[config.mk]
export PLATFORM = sky130hd
export DESIGN_NAME = humidity_zone_bang_bang_controller
export DESIGN_NICKNAME = d
export VERILOG_FILES = /design/src/sv/hzbb_pkg.sv /design/src/sv/hzbb_cfg_regs.sv /design/src/sv/hzbb_mold.sv /design/src/sv/hzbb_machine.sv /design/src/sv/humidity_zone_bang_bang_controller.sv
export SDC_FILE = /design/constraint.sdc
export NUM_CORES = 2
export LEC_CHECK = 0
export BUFFER_PORTS_ARGS = -buffer_cell sky130_fd_sc_hd__buf_2
export CAP_MARGIN = 20
export CELL_PAD_IN_SITES_DETAIL_PLACEMENT = 0
export CELL_PAD_IN_SITES_GLOBAL_PLACEMENT = 1
export CORE_UTILIZATION = 44
export CTS_BUF_LIST = sky130_fd_sc_hd__clkbuf_8
export DETAILED_ROUTE_END_ITERATION = 10
export PLACE_DENSITY_LB_ADDON = 0.1
export SLEW_MARGIN = 20
export SYNTH_ARGS = -nofsm -noshare
export SYNTH_HDL_FRONTEND = slang
export SYNTH_HIERARCHICAL = 1
export SYNTH_SLANG_ARGS = --single-unit
[constraint.sdc]
create_clock -name clk -period 15 [get_ports clk]
set_input_delay 3 -clock clk [delete_from_list [all_inputs] [get_ports clk]]
set_output_delay 3 -clock clk [all_outputs]
set_load 0.005 [all_outputs]
[src/sv/hzbb_pkg.sv]
// ----------------------------------------------------------------------------
// hzbb_pkg
// Shared types, register codes and reset values for the humidity zone
// on/off controller.
// ----------------------------------------------------------------------------
package hzbb_pkg;

    // Operating modes.
    localparam logic [2:0] MODE_DISABLED = 3'd0;
    localparam logic [2:0] MODE_OFF      = 3'd1;
    localparam logic [2:0] MODE_DEHUM    = 3'd2;
    localparam logic [2:0] MODE_HUM      = 3'd3;
    localparam logic [2:0] MODE_AUTO     = 3'd4;

    // Configuration register indexes.
    localparam logic [2:0] CFG_MODE          = 3'd0;
    localparam logic [2:0] CFG_DEVICES       = 3'd1;
    localparam logic [2:0] CFG_TARGET_RH     = 3'd2;
    localparam logic [2:0] CFG_HYSTERESIS_RH = 3'd3;
    localparam logic [2:0] CFG_MOLD_RH       = 3'd4;
    localparam logic [2:0] CFG_MOLD_DURATION = 3'd5;
    localparam logic [2:0] CFG_MIN_OFF       = 3'd6;
    localparam logic [2:0] CFG_MIN_RUN       = 3'd7;

    // Reset values of the configuration registers.
    localparam logic [2:0]  RST_MODE          = MODE_AUTO;
    localparam logic [1:0]  RST_DEVICES       = 2'd3;
    localparam logic [13:0] RST_TARGET_RH     = 14'd5000;
    localparam logic [10:0] RST_HYSTERESIS_RH = 11'd500;
    localparam logic [13:0] RST_MOLD_RH       = 14'd7000;
    localparam logic [31:0] RST_MOLD_DURATION = 32'd3600000;
    localparam logic [31:0] RST_MIN_OFF       = 32'd0;
    localparam logic [31:0] RST_MIN_RUN       = 32'd0;

    // Configuration register file contents.
    typedef struct packed {
        logic [2:0]  mode;
        logic [1:0]  devices_present;
        logic [13:0] target_rh;
        logic [10:0] hysteresis_rh;
        logic [13:0] mold_rh;
        logic [31:0] mold_duration_ms;
        logic [31:0] min_off_ms;
        logic [31:0] min_run_ms;
    } cfg_t;

    // Per-sample control for one on/off machine.
    typedef struct packed {
        logic enable;     // machine runs this sample
        logic force_off;  // running bit is cleared this sample
        logic too_far;    // humidity is on the side that starts the device
        logic back_far;   // humidity is on the side that stops the device
    } mach_ctrl_t;

endpackage

[src/sv/hzbb_cfg_regs.sv]
// ----------------------------------------------------------------------------
// hzbb_cfg_regs
// Configuration register file, written one word at a time by index.
// ----------------------------------------------------------------------------
module hzbb_cfg_regs
    import hzbb_pkg::*;
(
    input  logic        clk,
    input  logic        rst_n,
    input  logic        cfg_valid,
    output logic        cfg_ready,
    input  logic [2:0]  cfg_index,
    input  logic [31:0] cfg_data,
    output cfg_t        cfg
);

    cfg_t cfg_reg;
    cfg_t cfg_next;

    // Writes are always taken.
    assign cfg_ready = 1'b1;
    assign cfg      = cfg_reg;

    // Decode the write index and truncate the data to the register width.
    always_comb
    begin
        cfg_next = cfg_reg;
        if (cfg_valid)
        begin
            case (cfg_index)
                CFG_MODE:          cfg_next.mode             = cfg_data[2:0];
                CFG_DEVICES:       cfg_next.devices_present  = cfg_data[1:0];
                CFG_TARGET_RH:     cfg_next.target_rh        = cfg_data[13:0];
                CFG_HYSTERESIS_RH: cfg_next.hysteresis_rh    = cfg_data[10:0];
                CFG_MOLD_RH:       cfg_next.mold_rh          = cfg_data[13:0];
                CFG_MOLD_DURATION: cfg_next.mold_duration_ms = cfg_data;
                CFG_MIN_OFF:       cfg_next.min_off_ms       = cfg_data;
                CFG_MIN_RUN:       cfg_next.min_run_ms       = cfg_data;
                default:           cfg_next = cfg_reg;
            endcase
        end
    end

    always_ff @(posedge clk or negedge rst_n)
    begin
        if (!rst_n)
        begin
            cfg_reg.mode             <= RST_MODE;
            cfg_reg.devices_present  <= RST_DEVICES;
            cfg_reg.target_rh        <= RST_TARGET_RH;
            cfg_reg.hysteresis_rh    <= RST_HYSTERESIS_RH;
            cfg_reg.mold_rh          <= RST_MOLD_RH;
            cfg_reg.mold_duration_ms <= RST_MOLD_DURATION;
            cfg_reg.min_off_ms       <= RST_MIN_OFF;
            cfg_reg.min_run_ms       <= RST_MIN_RUN;
        end
        else
        begin
            cfg_reg <= cfg_next;
        end
    end

endmodule

[src/sv/hzbb_mold.sv]
// ----------------------------------------------------------------------------
// hzbb_mold
// Mold-risk timer: raises the risk once humidity has stayed above the mold
// threshold for the configured duration.
// ----------------------------------------------------------------------------
module hzbb_mold
    import hzbb_pkg::*;
(
    input  logic        clk,
    input  logic        rst_n,
    input  logic        step,
    input  logic        run,
    input  logic [13:0] humidity,
    input  logic [31:0] now_ms,
    input  logic [13:0] mold_rh,
    input  logic [31:0] mold_duration_ms,
    output logic        mold_active_next,
    output logic        alarm_new
);

    logic        high_timing_reg;
    logic        high_timing_next;
    logic [31:0] high_start_reg;
    logic [31:0] high_start_next;
    logic        mold_active_reg;
    logic [31:0] elapsed;

    // Time above the threshold, counting this sample as the start if needed.
    assign elapsed = now_ms - (high_timing_reg ? high_start_reg : now_ms);

    always_comb
    begin
        high_timing_next = high_timing_reg;
        high_start_next  = high_start_reg;
        mold_active_next = mold_active_reg;
        alarm_new        = 1'b0;
        if (run)
        begin
            if (humidity > mold_rh)
            begin
                if (!high_timing_reg)
                begin
                    high_timing_next = 1'b1;
                    high_start_next  = now_ms;
                end
                if (elapsed >= mold_duration_ms && !mold_active_reg)
                begin
                    mold_active_next = 1'b1;
                    alarm_new        = 1'b1;
                end
            end
            else
            begin
                high_timing_next = 1'b0;
                high_start_next  = '0;
                mold_active_next = 1'b0;
            end
        end
    end

    always_ff @(posedge clk or negedge rst_n)
    begin
        if (!rst_n)
        begin
            high_timing_reg <= 1'b0;
            high_start_reg  <= '0;
            mold_active_reg <= 1'b0;
        end
        else if (step)
        begin
            high_timing_reg <= high_timing_next;
            high_start_reg  <= high_start_next;
            mold_active_reg <= mold_active_next;
        end
    end

endmodule

[src/sv/hzbb_machine.sv]
// ----------------------------------------------------------------------------
// hzbb_machine
// One on/off device machine with minimum off time, minimum run time and a
// saturating runtime accumulator. Start and stop times are shared and pass
// through so two machines can be chained.
// ----------------------------------------------------------------------------
module hzbb_machine
    import hzbb_pkg::*;
(
    input  logic        clk,
    input  logic        rst_n,
    input  logic        step,
    input  mach_ctrl_t  ctrl,
    input  logic [31:0] now_ms,
    input  logic [31:0] min_off_ms,
    input  logic [31:0] min_run_ms,
    input  logic [31:0] start_in,
    input  logic [31:0] stop_in,
    output logic [31:0] start_out,
    output logic [31:0] stop_out,
    output logic        running_next,
    output logic [31:0] runtime_next
);

    logic        running_reg;
    logic [31:0] account_reg;
    logic [31:0] account_next;
    logic [31:0] runtime_reg;
    logic [32:0] runtime_sum;

    // Saturating runtime update.
    assign runtime_sum = {1'b0, runtime_reg} + {1'b0, now_ms - account_reg};

    always_comb
    begin
        running_next = running_reg;
        account_next = account_reg;
        runtime_next = runtime_reg;
        start_out    = start_in;
        stop_out     = stop_in;
        if (ctrl.force_off)
        begin
            running_next = 1'b0;
        end
        else if (ctrl.enable)
        begin
            if (!running_reg)
            begin
                if (ctrl.too_far && (now_ms - stop_in) >= min_off_ms)
                begin
                    running_next = 1'b1;
                    start_out    = now_ms;
                    account_next = now_ms;
                end
            end
            else
            begin
                runtime_next = runtime_sum[32] ? '1 : runtime_sum[31:0];
                account_next = now_ms;
                if (ctrl.back_far && (now_ms - start_in) >= min_run_ms)
                begin
                    running_next = 1'b0;
                    stop_out     = now_ms;
                end
            end
        end
    end

    always_ff @(posedge clk or negedge rst_n)
    begin
        if (!rst_n)
        begin
            running_reg <= 1'b0;
            account_reg <= '0;
            runtime_reg <= '0;
        end
        else if (step)
        begin
            running_reg <= running_next;
            account_reg <= account_next;
            runtime_reg <= runtime_next;
        end
    end

endmodule

[src/sv/humidity_zone_bang_bang_controller.sv]
// ----------------------------------------------------------------------------
// humidity_zone_bang_bang_controller
// Humidity zone on/off controller: dehumidifier and humidifier hysteresis
// machines, a mold-risk timer and saturating runtime counters.
//
//   Channel  | Handshake                | Word
//   ---------+--------------------------+------------------------------------
//   input    | in_valid / in_ready      | humidity, sensor_valid, now_ms
//   result   | out_valid / out_ready    | drives, mold flags, error, runtimes
//   config   | cfg_valid / cfg_ready    | cfg_index, cfg_data
//
// One word is taken per cycle unless the result register is held; its result
// passes through the input register, then the result register, and all state
// updates on the edge that loads the result register. Reset clears all control
// state and loads the register defaults; no clearing pass is needed. When the
// result register is held by out_ready low, the input register holds too, and
// in_ready drops only once both are full. Config writes are taken every cycle.
// ----------------------------------------------------------------------------
module humidity_zone_bang_bang_controller
    import hzbb_pkg::*;
(
    input  logic        clk,
    input  logic        rst_n,
    // Input channel
    input  logic        in_valid,
    output logic        in_ready,
    input  logic [13:0] humidity,
    input  logic        sensor_valid,
    input  logic [31:0] now_ms,
    // Result channel
    output logic        out_valid,
    input  logic        out_ready,
    output logic        dehumidifier_on,
    output logic        humidifier_on,
    output logic        mold_warning,
    output logic        mold_alarm_new,
    output logic        sensor_error,
    output logic [31:0] dehum_runtime_ms,
    output logic [31:0] hum_runtime_ms,
    // Configuration channel
    input  logic        cfg_valid,
    output logic        cfg_ready,
    input  logic [2:0]  cfg_index,
    input  logic [31:0] cfg_data
);

    cfg_t        cfg;

    logic        in_valid_reg;
    logic [13:0] hum_reg;
    logic        sv_reg;
    logic [31:0] now_reg;

    logic        out_valid_reg;
    logic        out_valid_next;
    logic        step;

    logic        mode_ok;
    logic        run;
    logic        high;
    logic        low;
    logic [14:0] upper;
    logic [14:0] hum_plus_hyst;

    mach_ctrl_t  dehum_ctrl;
    mach_ctrl_t  hum_ctrl;

    logic [31:0] start_reg;
    logic [31:0] stop_reg;
    logic [31:0] start_mid;
    logic [31:0] stop_mid;
    logic [31:0] start_next;
    logic [31:0] stop_next;

    logic        dehum_running_next;
    logic        hum_running_next;
    logic [31:0] dehum_runtime_next;
    logic [31:0] hum_runtime_next;
    logic        mold_active_next;
    logic        alarm_new;

    logic        error_reg;
    logic        error_next;

    logic        dehum_on_reg;
    logic        hum_on_reg;
    logic        mold_warn_reg;
    logic        alarm_reg;
    logic        err_out_reg;
    logic [31:0] dehum_rt_reg;
    logic [31:0] hum_rt_reg;

    // Configuration registers.
    hzbb_cfg_regs u_cfg (
        .clk       (clk),
        .rst_n     (rst_n),
        .cfg_valid (cfg_valid),
        .cfg_ready (cfg_ready),
        .cfg_index (cfg_index),
        .cfg_data  (cfg_data),
        .cfg       (cfg)
    );

    // Handshake: the work stage fires when the result register can load.
    assign step           = in_valid_reg && (!out_valid_reg || out_ready);
    assign in_ready       = !in_valid_reg || step;
    assign out_valid_next = step || (out_valid_reg && !out_ready);

    // Input register.
    always_ff @(posedge clk or negedge rst_n)
    begin
        if (!rst_n)
        begin
            in_valid_reg <= 1'b0;
        end
        else if (in_ready)
        begin
            in_valid_reg <= in_valid;
        end
    end

    always_ff @(posedge clk)
    begin
        if (in_valid && in_ready)
        begin
            hum_reg <= humidity;
            sv_reg  <= sensor_valid;
            now_reg <= now_ms;
        end
    end

    // Mode decode.
    always_comb
    begin
        mode_ok = cfg.mode inside {[MODE_OFF:MODE_AUTO]};
    end

    assign run = mode_ok && sv_reg;

    // Band compares; the lower edge is tested as humidity + hyst < target so
    // a band that dips below zero never reads as low.
    assign upper         = {1'b0, cfg.target_rh} + {4'b0, cfg.hysteresis_rh};
    assign hum_plus_hyst = {1'b0, hum_reg} + {4'b0, cfg.hysteresis_rh};
    assign high          = {1'b0, hum_reg} > upper;
    assign low           = hum_plus_hyst < {1'b0, cfg.target_rh};

    // Machine controls.
    always_comb
    begin
        dehum_ctrl.force_off = !mode_ok || (sv_reg && cfg.mode == MODE_OFF);
        dehum_ctrl.enable    = run && cfg.devices_present[0]
                               && (cfg.mode == MODE_DEHUM || cfg.mode == MODE_AUTO);
        dehum_ctrl.too_far   = high;
        dehum_ctrl.back_far  = low;
        hum_ctrl.force_off   = dehum_ctrl.force_off;
        hum_ctrl.enable      = run && cfg.devices_present[1]
                               && (cfg.mode == MODE_HUM || cfg.mode == MODE_AUTO);
        hum_ctrl.too_far     = low;
        hum_ctrl.back_far    = high;
    end

    // Mold-risk timer.
    hzbb_mold u_mold (
        .clk              (clk),
        .rst_n            (rst_n),
        .step             (step),
        .run              (run),
        .humidity         (hum_reg),
        .now_ms           (now_reg),
        .mold_rh          (cfg.mold_rh),
        .mold_duration_ms (cfg.mold_duration_ms),
        .mold_active_next (mold_active_next),
        .alarm_new        (alarm_new)
    );

    // Dehumidifier runs first; the humidifier sees its shared time updates.
    hzbb_machine u_dehum (
        .clk          (clk),
        .rst_n        (rst_n),
        .step         (step),
        .ctrl         (dehum_ctrl),
        .now_ms       (now_reg),
        .min_off_ms   (cfg.min_off_ms),
        .min_run_ms   (cfg.min_run_ms),
        .start_in     (start_reg),
        .stop_in      (stop_reg),
        .start_out    (start_mid),
        .stop_out     (stop_mid),
        .running_next (dehum_running_next),
        .runtime_next (dehum_runtime_next)
    );

    hzbb_machine u_hum (
        .clk          (clk),
        .rst_n        (rst_n),
        .step         (step),
        .ctrl         (hum_ctrl),
        .now_ms       (now_reg),
        .min_off_ms   (cfg.min_off_ms),
        .min_run_ms   (cfg.min_run_ms),
        .start_in     (start_mid),
        .stop_in      (stop_mid),
        .start_out    (start_next),
        .stop_out     (stop_next),
        .running_next (hum_running_next),
        .runtime_next (hum_runtime_next)
    );

    // Error flag: set by an invalid sample, cleared by a valid one; held while disabled.
    always_comb
    begin
        error_next = error_reg;
        if (mode_ok)
        begin
            error_next = !sv_reg;
        end
    end

    // Shared start/stop times and the error flag.
    always_ff @(posedge clk or negedge rst_n)
    begin
        if (!rst_n)
        begin
            start_reg <= '0;
            stop_reg  <= '0;
            error_reg <= 1'b0;
        end
        else if (step)
        begin
            start_reg <= start_next;
            stop_reg  <= stop_next;
            error_reg <= error_next;
        end
    end

    // Result register.
    always_ff @(posedge clk or negedge rst_n)
    begin
        if (!rst_n)
        begin
            out_valid_reg <= 1'b0;
        end
        else
        begin
            out_valid_reg <= out_valid_next;
        end
    end

    always_ff @(posedge clk)
    begin
        if (step)
        begin
            dehum_on_reg  <= dehum_running_next && cfg.devices_present[0];
            hum_on_reg    <= hum_running_next && cfg.devices_present[1];
            mold_warn_reg <= mold_active_next;
            alarm_reg     <= alarm_new;
            err_out_reg   <= error_next;
            dehum_rt_reg  <= dehum_runtime_next;
            hum_rt_reg    <= hum_runtime_next;
        end
    end

    assign out_valid        = out_valid_reg;
    assign dehumidifier_on  = dehum_on_reg;
    assign humidifier_on    = hum_on_reg;
    assign mold_warning     = mold_warn_reg;
    assign mold_alarm_new   = alarm_reg;
    assign sensor_error     = err_out_reg;
    assign dehum_runtime_ms = dehum_rt_reg;
    assign hum_runtime_ms   = hum_rt_reg;

endmodule
==> results.yml <==
setup_path:
  worst_path_largest_cell_delay_ps: 740
  r2r_cells: 39
  end_kind: "flop"
  crit_path_top_delay_cell: "edfxtp_1"
  critPathArrivalTime_ps: 11470
  required_ps: 15630
  crit_type: "flop to flop"
  r2r-end: "start_reg[30]$_DFFE_PN0P_"
  r2r_slack_ps: 4160
  rr_startpoint: "now_reg[2]$_DFFE_PP_"
  critical_path.max_fanout: 32
  startpoint_type: "flop"
floorplan:
  start_util: 0.446
  fp.dieW_um: 308
  rows: 111
  io_pins: 159
  die_area_um2: 94800
  die_h_um: 308
  core_area_um2: 92200
logic_synthesis:
  synthMuxAreaShare: 0.122
  synth_adder_area_share: 0.159
  synth_top_family_by_area: "compound AO/OA/AOI/OAI gates"
  synth-compound-area-share: 0.199
  synth-edff-count: 116
  netlist_top_cells_count: "ha_1, inv_1, dfrtp_1, a21oi_1, mux2_2"
  yosysTopAreaCellShare: 0.206
  synth_area_per_cell_um2: 9.70
  synth_nets: 4848
  ys_seq_elements: 487
  synth.most_common_cell: "ha_1"
  ys.warnings.count: 6
  synthArstFlopShare: 0.762
  synth_cell_type_count: 124
  synth_xor_area_frac: 0.0574
  syn_inst: 4245
  synth_area_leaders: "dfrtp_1, ha_1, mux2_2"
  synth.cell_area_um2: 41200
  yosysTopAreaCell: "dfrtp_1"
  synth_flop_cell: "dfrtp_1"
  yosysSeqAreaShare: 0.311
  yosys.area_share.simple: 0.0940
global_routing:
  gr-total-overflow: 0
  grt_start_max_net_pins: 105
  grt_pass1_wl_mm: 183
  track_usage: 0.248
  grt_pass1_vias: 31700
  antenna_found_initial: 5
power_and_ir_drop:
  p_leak_uw: 0.0211
  powerDensity_nw_per_um2: 136
  ir_drop_uv: 103
clocking:
  cts_post_setup_buffers_inserted: 0
  cts_hold_buffers: 0
  cts-buffers-inserted: 94
  numClockSinks: 487
  cts_tree: "built"
  clock-root-buffer: "clkbuf_8"
  clkSlewWorstSetupHoldPaths_ps: 60
  clock_path_buffers: 3
  clk_latency_ps: 750
  htree_levels: 3
  cts_resized: 0
timing:
  skew_ps: 31.1
  post-route-period-util: 0.723
  max_freq_ghz: 0.0922
  period_needed_ps: 10840
  slew-limit-headroom: 0.327
  tns_ps: 0
  grt_setup_unrepaired: "no"
  drv_slew: 0
  finalSetupViolCount: 0
  hold_viol: 0
  hold_ws_ps: 479
  worst_slew_pin_slew_ps: 1010
detailed_routing:
  wl_per_cell_um: 20.4
  ant_nets: 0
  vias: 32100
  routed_wl_mm: 118
  drt_iter0_drc: 1855
  first_pass_iters: 6
  viasPerCell: 5.57
  drc_errors: 0
min_path:
  holdCritStartpoint: "u_mold/high_start_reg[28]$_DFFE_PN0P_"
  hold_path.class: "flop to flop"
  worstHoldPathCells: 2
  worstHoldEndpoint: "u_mold/high_start_reg[28]$_DFFE_PN0P_"
placement:
  gp_congestion: 0.881
  dp_hpwl_mm: 88.7
  portBuffers: 157
status:
  status: "finished clean"
flow_run:
  maxCapViolations: 0
final_layout:
  largest_reg_flops: 140
  fillers: 8834
  nets: 5032
  drive_above_1_share: 0.187
  syn2layout_area_growth_pct: 10.0
-- per-stage QoR --
step	cell area [um^2]	setup slack (ps)	cells	power, uW	utilization
finish	45300	4160	5759	6150	0.491
global route	45300	3530	5757	6650	0.491
CTS	45300	4060	5754	6200	0.491
detailed placement	43300	4080	5576	4720	0.469
global placement	43300	4090	5576	4710	0.469
floorplan	41200	6150	4245	3960	-
-- report_power, final --
group / switching (uW) / internal [uW] / leakage, uW / total [uW]
clock: 641 / 796 / 0.00116 / 1440
sequential: 146 / 1580 / 0.00594 / 1720
combinational: 1700 / 1290 / 0.0140 / 2990
total: 2490 / 3660 / 0.0211 / 6150
-- cell families (layout without fill, tap and decap cells) --
family,after synthesis,count (layout)
compound gates,1190,1190
simple gates,771,771
buf+inv,577,843
fa+ha+maj,516,516
flops,487,487
mux,433,433
xor+xnor,270,270
other cells,1,6
-- layout by cell type, fill, tap and decap left out, types with 12 or more instances in the layout --
cell | synthesis | final
a211o_1 | 13 | 13
a211oi_1 | 33 | 33
a21boi_0 | 12 | 12
a21o_1 | 185 | 185
a21oi_1 | 332 | 332
a31oi_1 | 26 | 26
a41oi_1 | 12 | 12
and2_1 | 16 | 14
and3_1 | 25 | 24
buf_2 | 33 | 156
buf_4 | 9 | 55
clkbuf_8 | 4 | 114
clkinv_2 | 0 | 16
dfrtp_1 | 339 | 338
dfstp_2 | 32 | 32
edfxtp_1 | 116 | 116
ha_1 | 505 | 505
inv_1 | 453 | 482
mux2_1 | 20 | 20
mux2_2 | 322 | 322
mux2_4 | 49 | 49
mux2i_1 | 42 | 42
nand2_1 | 205 | 204
nand2b_1 | 48 | 48
nand3_1 | 56 | 56
nand4_1 | 60 | 60
nor2_1 | 199 | 197
nor2b_1 | 41 | 41
nor3_1 | 42 | 42
o211ai_1 | 25 | 25
o21a_1 | 46 | 46
o21ai_0 | 180 | 180
o21bai_1 | 40 | 40
o22a_1 | 107 | 107
o31ai_1 | 14 | 14
xnor2_1 | 196 | 196
xor2_1 | 74 | 74
-- metal layers --
metal / track usage / part of all wire / vias to the layer above
met3: 0.0342 / 0.037 / 176
met1: 0.331 / 0.47 / 15400
met5: 0 / 0 / -
li1: - / - / 15900
met2: 0.409 / 0.46 / 569
met4: 0.0837 / 0.034 / 0
-- layout make-up --
class	count	area, um^2	area share
Multi-Input combinational cell	3181	26000	0.574
Sequential cell	487	12800	0.283
Inverter	453	1700	0.0376
Clock buffer	114	1570	0.0346
Tap cell	1243	1560	0.0343
Timing Repair Buffer	212	1210	0.0267
Clock inverter	64	454	0.0100
Antenna cell	5	12.5	0.000276
-- critical path, delay by kind of cell (launching register included) --
family,cells,cell delay [ps]
simple gates,4,910
xor+xnor,2,290
mux,3,960
fa+ha+maj,5,1480
buf+inv,3,800
compound gates,22,5470
flops,1,740
-- how the worst max path moves through the flow --
stage	slack (ps)	from	cells after the start	to
after floorplan	6150	now_reg[1]$_DFFE_PP_	40	start_reg[22]$_DFFE_PN0P_
after global placement	4090	now_reg[2]$_DFFE_PP_	39	start_reg[31]$_DFFE_PN0P_
final	4160	now_reg[2]$_DFFE_PP_	39	start_reg[30]$_DFFE_PN0P_
after global routing	3530	now_reg[0]$_DFFE_PP_	45	stop_reg[0]$_DFFE_PN0P_
after detailed placement	4080	now_reg[2]$_DFFE_PP_	39	start_reg[18]$_DFFE_PN0P_
after CTS	4060	now_reg[2]$_DFFE_PP_	39	start_reg[31]$_DFFE_PN0P_
Note: power is estimated with default switching activity, not from simulation.
